File: config.mk
export PLATFORM = sky130hd
export DESIGN_NAME = lru_set_replacement_unit
export DESIGN_NICKNAME = d
export VERILOG_FILES = /design/src/hdl/lrusr_pkg.sv /design/src/hdl/lrusr_ram.sv /design/src/hdl/lrusr_rank_logic.sv /design/src/hdl/lru_set_replacement_unit.sv
export SDC_FILE = /design/constraint.sdc
export NUM_CORES = 2
export LEC_CHECK = 0
export BUFFER_PORTS_ARGS = -buffer_cell sky130_fd_sc_hd__clkbuf_2
export CAP_MARGIN = 15
export CORE_MARGIN = 2
export CORE_UTILIZATION = 40
export DETAILED_ROUTE_END_ITERATION = 8
export SETUP_SLACK_MARGIN = 0.1
export SLEW_MARGIN = 20
export SYNTH_ARGS = -nofsm -noshare
export SYNTH_HDL_FRONTEND = slang
export SYNTH_HIERARCHICAL = 1
export SYNTH_SLANG_ARGS = --single-unit
export TNS_END_PERCENT = 20
File: constraint.sdc
create_clock -name clk -period 6.9 [get_ports clk]
set_input_delay 0.345 -clock clk [delete_from_list [all_inputs] [get_ports clk]]
set_output_delay 0.345 -clock clk [all_outputs]
set_load 0.02 [all_outputs]
File: src/hdl/lrusr_pkg.sv
// ----------------------------------------------------------------------------
// lrusr_pkg
// Shared sizes, types and helpers of the LRU set replacement unit.
// ----------------------------------------------------------------------------
`default_nettype none

package lrusr_pkg;

  localparam int WAYS     = 16;
  localparam int SETS     = 64;
  localparam int MAX_WAYS = 32;

  localparam int SET_IN_W = 6;
  localparam int WAY_IN_W = 4;
  localparam int MASK_W   = 16;

  localparam int RANK_W = (WAYS > 1) ? $clog2(WAYS) : 1;
  localparam int WAY_W  = RANK_W;
  localparam int SET_W  = (SETS > 1) ? $clog2(SETS) : 1;
  localparam int ROW_W  = WAYS * RANK_W;

  typedef logic [WAYS-1:0][RANK_W-1:0] rank_row_t;

  typedef struct packed {
    logic             inv_found;
    logic [WAY_W-1:0] inv_way;
    logic             lru_found;
    logic [WAY_W-1:0] lru_way;
  } victim_t;

  function automatic rank_row_t reset_row();
    rank_row_t r;
    for (int w = 0; w < WAYS; w++) begin
      r[w] = RANK_W'(w);
    end
    return r;
  endfunction

  function automatic logic [SET_W-1:0] set_addr(input logic [SET_IN_W-1:0] s);
    return SET_W'(s);
  endfunction

endpackage

`default_nettype wire

File: src/hdl/lrusr_ram.sv
// ----------------------------------------------------------------------------
// lrusr_ram
// Generic simple dual-port RAM, one write and one registered read port.
// ----------------------------------------------------------------------------
`default_nettype none

module lrusr_ram #(
  parameter int WIDTH = 8,
  parameter int DEPTH = 64
) (
  input  wire logic                     clk,
  input  wire logic                     we,
  input  wire logic [$clog2(DEPTH)-1:0] waddr,
  input  wire logic [WIDTH-1:0]         wdata,
  input  wire logic                     re,
  input  wire logic [$clog2(DEPTH)-1:0] raddr,
  output logic      [WIDTH-1:0]         rdata
);

  logic [WIDTH-1:0] mem [DEPTH];

  always_ff @(posedge clk) begin
    if (we) begin
      mem[waddr] <= wdata;
    end
    if (re) begin
      rdata <= mem[raddr];
    end
  end

endmodule

`default_nettype wire

File: src/hdl/lrusr_rank_logic.sv
// ----------------------------------------------------------------------------
// lrusr_rank_logic
// Victim search and rank promotion over one set's rank row.
// ----------------------------------------------------------------------------
`default_nettype none

module lrusr_rank_logic import lrusr_pkg::*; (
  input  wire rank_row_t          row,
  input  wire logic [MASK_W-1:0]  valid_mask,
  input  wire logic [WAY_W-1:0]   way,
  output victim_t                 victim,
  output rank_row_t               row_next
);

  logic [MAX_WAYS-1:0] valid_ext;
  logic [RANK_W-1:0]   pivot;

  assign valid_ext = {{(MAX_WAYS-MASK_W){1'b1}}, valid_mask};
  assign pivot     = row[way];

  always_comb begin
    victim = '0;
    for (int w = WAYS-1; w >= 0; w--) begin
      if (!valid_ext[w]) begin
        victim.inv_found = 1'b1;
        victim.inv_way   = WAY_W'(w);
      end
      if (row[w] == RANK_W'(WAYS-1)) begin
        victim.lru_found = 1'b1;
        victim.lru_way   = WAY_W'(w);
      end
    end
  end

  always_comb begin
    for (int w = 0; w < WAYS; w++) begin
      if (WAY_W'(w) == way) begin
        row_next[w] = '0;
      end else if (row[w] < pivot) begin
        row_next[w] = row[w] + 1'b1;
      end else begin
        row_next[w] = row[w];
      end
    end
  end

endmodule

`default_nettype wire

File: src/hdl/lru_set_replacement_unit.sv
// ----------------------------------------------------------------------------
// lru_set_replacement_unit
// True-LRU replacement ranks for a set-associative cache.
// ----------------------------------------------------------------------------
// For each word, the set's rank row is read from a RAM with a registered
// read, then the victim or the promoted ranks are worked out and written
// back while busy is high; no new word is taken while busy is high. A
// victim query answers with done high for one cycle, rising as busy falls;
// the receiver cannot stall it. An update gives no answer. Rows never
// written read as their reset ranks through per-set valid flops, so no
// clearing pass follows reset.
// ----------------------------------------------------------------------------
`default_nettype none

module lru_set_replacement_unit import lrusr_pkg::*; (
  input  wire logic                clk,
  input  wire logic                rst,
  input  wire logic                start,
  output logic                     busy,
  input  wire logic                mode,
  input  wire logic [SET_IN_W-1:0] set_index,
  input  wire logic [WAY_IN_W-1:0] way_index,
  input  wire logic [MASK_W-1:0]   valid_mask,
  input  wire logic                hit,
  input  wire logic                is_writeback,
  output logic                     done,
  output logic [WAY_IN_W-1:0]      victim_way,
  output logic                     no_victim
);

  typedef enum logic {S_IDLE, S_EXEC} state_t;

  state_t            state;
  logic              accept;
  logic              mode_q;
  logic              set_ok;
  logic              upd_en;
  logic [SET_W-1:0]  set_q;
  logic [WAY_W-1:0]  way_q;
  logic [MASK_W-1:0] mask_q;
  logic              row_seen;
  logic [SETS-1:0]   row_valid;
  logic [ROW_W-1:0]  rdata;
  rank_row_t         row_cur;
  rank_row_t         row_next;
  victim_t           victim;
  logic              wr_en;
  logic              in_set_ok;
  logic              in_way_ok;

  assign accept    = start && !busy;
  assign in_set_ok = (32'(set_index) < SETS);
  assign in_way_ok = (32'(way_index) < WAYS);
  assign row_cur   = row_seen ? rank_row_t'(rdata) : reset_row();
  assign wr_en     = (state == S_EXEC) && upd_en;

  lrusr_ram #(
    .WIDTH(ROW_W),
    .DEPTH(SETS)
  ) u_ram (
    .clk  (clk),
    .we   (wr_en),
    .waddr(set_q),
    .wdata(ROW_W'(row_next)),
    .re   (accept),
    .raddr(set_addr(set_index)),
    .rdata(rdata)
  );

  lrusr_rank_logic u_rank (
    .row       (row_cur),
    .valid_mask(mask_q),
    .way       (way_q),
    .victim    (victim),
    .row_next  (row_next)
  );

  always_ff @(posedge clk) begin
    if (rst) begin
      state     <= S_IDLE;
      busy      <= 1'b0;
      done      <= 1'b0;
      row_valid <= '0;
    end else begin
      done <= 1'b0;
      case (state)
        S_IDLE: begin
          if (accept) begin
            state    <= S_EXEC;
            busy     <= 1'b1;
            mode_q   <= mode;
            set_ok   <= in_set_ok;
            upd_en   <= mode && !(is_writeback && hit) && in_set_ok && in_way_ok;
            set_q    <= set_addr(set_index);
            way_q    <= WAY_W'(way_index);
            mask_q   <= valid_mask;
            row_seen <= row_valid[set_addr(set_index)];
          end
        end
        S_EXEC: begin
          state <= S_IDLE;
          busy  <= 1'b0;
          if (upd_en) begin
            row_valid[set_q] <= 1'b1;
          end
          if (!mode_q) begin
            done <= 1'b1;
            if (victim.inv_found) begin
              victim_way <= WAY_IN_W'(victim.inv_way);
              no_victim  <= 1'b0;
            end else if (set_ok && victim.lru_found) begin
              victim_way <= WAY_IN_W'(victim.lru_way);
              no_victim  <= 1'b0;
            end else begin
              victim_way <= '0;
              no_victim  <= 1'b1;
            end
          end
        end
        default: begin
          state <= S_IDLE;
          busy  <= 1'b0;
        end
      endcase
    end
  end

endmodule

`default_nettype wire

==> results.md <==
* Critical-path cell list: buf_4 -> nand2b_1 -> mux4_2 -> mux4_2 -> inv_1 -> ha_1 -> a21oi_1 -> nand2_1 -> or4_1 -> a21oi_4 -> buf_4
* Global-route wire length before repair at 685,500 microns
* Tot GR Track Use at 0.2344
* Vias in the first global route at 84,561
* Finished Layout Cells at 13,790
* Htree depth at 5
* Crit path buffers/inverters at 3
* Gate Count Post-Synth at 7,596
* Root buffer selected by CTS: clkbuf_16
* Max FO, Critical Path at 64
* Antenna violations before repair at 19
* GP Congestion at 0.8680
* CP startpoint: row_seen
* CP delay by family, top: buffers and inverters
* Worst Path Required at 7.67 ns
* TritonCTS buffer count at 429
* Nets at 8,052
* Least-Margin Pin Slew at 1.250 ns
* Pwr dens at 296.4 nW/um^2
* Post-Route WL at 496,900 microns
* Relative slew slack at 0.1664
* Maximum clock frequency at 170.9 MHz
* Max-slew violation count at 0
* Die ar. at 419,000 sq um
* Outcome: complete, no violations
* 1st-iter DRT viols at 12,394
* Worst R2R End: u_ram/mem[63][38]
* Latest clock arrival within the worst-skew pair at 1.00 ns
* Nature of the critical path endpoint: register
* Worst hold path type: primary input to register
* Finished Core Util at 0.4576
* Die width at 647.3 microns
* RSZ-0062 raised after global routing: no
* Antenna viol nets, final at 0
* Worst-path clk slew at 0.06 ns
* Final hold slack at 0.1005 ns
* Layout area overhead at 14.04%
* Final Worst Setup Slack at 1.049 ns
* Total power at 55.95 mW
* Area of the mapped netlist at 165,500 sq um
* Num rows at 236
* Post-CTS setup buffer count at 0
* Avg Cell Area, Syn at 21.79 sq um
* Hold Fails Final Rpt at 0
* Setup TNS at 0 ns
* Worst VDD drop at 230.2 uV
* Largest net degree at the start of global routing at 101
* Flop2flop setup slack at 1.05 ns
* # port buffers at 38
* Ys flop type: edfxtp_1
* Max stage delay on crit path at 0.82 ns
* Seq/Total Area, Yosys at 0.7689
* Crit share post-route at 0.8480
* Synth warn at 6
* End point of the critical path: u_ram/mem[63][38]
* Layout cell share with drive strength beyond 1 at 0.2576
* Leak Pwr at 58.74 nW
* DP Wirelength at 255,300 microns
* Worst setup path category: register to register
* Gr ovfl total at 0
* Design Area, Final at 188,800 sq um
* Placed Instances at 12,958
* Worst endpoint data arrival time at 6.62 ns
* DRT Pass-1 Iters at 8
* Ports at 39
* Initial Utilization at 0.4013
* # Max-Cap Violations at 0
* Vias per std cell at 6.253
* R2R Path Start: row_seen
* Final min period at 5.851 ns
* Distinct cells, synth at 59
* Die Y-Extent at 647.3 microns
* Residual DRC count at 0
* Routed via count at 86,222
* Slowest CP cell: a21oi_4
* Setup violators final at 0
* CTS tree: yes
* Clock Skew at 0.07273 ns
* Core box area at 412,500 sq um
* Startpoint Class: register
* CTS resizes at 0
* Pre-CTS setup slack at 1.143 ns
* WL per Instance at 36.04 microns
* Number of flops mapped to enable cells by yosys at 4,194
* Synthesized Nets at 7,692
* Post-place instance area at 174,800 sq um
* Clk sinks at 4,261
* Yosys reg bits at 4,261
* R2R cell count at 11
* Crit path depth at 11
* CTS max path bufs at 4
* FFs w/ async S/R, synth at 0
-- cells in the mapped netlist (all sizes together) (12+ instances only) --
master	count	share of area
inv	38	0.00086
and2	40	0.0015
o31ai	12	0.00054
buf	243	0.0083
o21ai	47	0.0014
mux2i	148	0.0089
or2	30	0.0011
nand2b	56	0.0021
a31oi	27	0.0010
o22ai	83	0.0031
dfxtp	67	0.0081
o211ai	16	0.00073
nor2b	42	0.0016
a41oi	28	0.0015
nor2	241	0.0055
xor2	13	0.00069
a2bb2oi	19	0.0010
mux4	1056	0.14
a22oi	174	0.0080
a21oi	121	0.0037
clkbuf	172	0.0039
nand3	102	0.0031
ha	64	0.0048
o221ai	38	0.0020
or3	40	0.0015
a22o	91	0.0048
or3b	12	0.00063
and4	16	0.00085
nand2	124	0.0028
edfxtp	4194	0.76
a211oi	63	0.0029
nor3	14	0.00042
and3	82	0.0031
-- placed cells by master (no fill, tap or decap), types with 82 or more instances in the layout --
| cell | Yosys | final |
|---|---|---|
| and3_1 | 82 | 82 |
| nand3_1 | 102 | 102 |
| mux2i_1 | 148 | 143 |
| clkbuf_16 | 0 | 431 |
| buf_4 | 34 | 177 |
| clkbuf_1 | 172 | 85 |
| mux4_2 | 1049 | 1049 |
| buf_12 | 1 | 91 |
| o22ai_1 | 83 | 83 |
| a22oi_1 | 170 | 170 |
| clkinv_1 | 0 | 115 |
| edfxtp_1 | 4194 | 4194 |
| nand2_1 | 124 | 115 |
| a21oi_1 | 121 | 86 |
| a22o_1 | 91 | 91 |
| clkinv_2 | 0 | 84 |
| nor2_1 | 241 | 165 |
-- worst min path at each step --
| stage | from | to | slack [ns] | cells past startpoint |
|---|---|---|---|---|
| after detailed placement | row_valid[16] | row_valid[16] | 0.45 | 2 |
| after global routing | valid_mask[6] | mask_q[6] | 0.09 | 2 |
| after CTS | valid_mask[6] | mask_q[6] | 0.04 | 2 |
| final | valid_mask[6] | mask_q[6] | 0.10 | 2 |
| after floorplan | mode_q | done | 0.42 | 1 |
| after global placement | mode_q | done | 0.43 | 1 |
-- layer usage --
metal  routed length, microns  track usage  part of all wire  up-vias
met2                   236700       0.3769              0.48     4837
met3                    46670      0.03560             0.094      910
li1                         -            -                 -    33058
met5                       69            0           0.00014        -
met1                   194800       0.3276              0.39    47407
met4                    18760      0.08054             0.038       10
-- power by group --
group | internal, mW | switching (mW)
Clock | 12.3 | 9.90
Sequential | 29.7 | 0.0324
Combinational | 1.19 | 2.87
Total | 43.1 | 12.8
-- timing repair --
action | in CTS | in global routing
hold buffers | 25 | 0
setup endpoints to repair | 0 | 0
hold endpoints to repair | 61 | 0
-- area by class of cell --
type	instances	area (sq um)
antenna	10	25.02
clock buffer	520	11150
clock inverter	261	2116
fill	33716	223700
inverter	38	142.6
multi-input combinational	2882	37260
sequential	4261	127300
tap	5474	6849
timing repair buffer	344	3946
-- cells by family (layout without fill, tap and decap cells) --
kind of cell | after synthesis | in the layout | synth area share
multiplexers | 1204 | 1204 | 0.1528
other | 0 | 10 | 0
AO/OA/AOI/OAI | 729 | 729 | 0.03120
XOR/XNOR | 16 | 16 | 0.0008466
buffers and inverters | 453 | 1163 | 0.01304
adder cells (fa/ha/maj) | 64 | 64 | 0.004838
flip-flops | 4261 | 4261 | 0.7689
AND/OR/NAND/NOR | 869 | 869 | 0.02835
-- flip-flops by register name, summed over array words and instances (netlist names), 4 cells and up --
| name | count |
|---|---|
| way_q | 4 |
| set_q | 6 |
| u_ram/rdata | 64 |
| mask_q | 16 |
| row_valid | 64 |
| victim_way | 4 |
| u_ram/mem | 4096 |
Power figures use the tool's default switching activity.
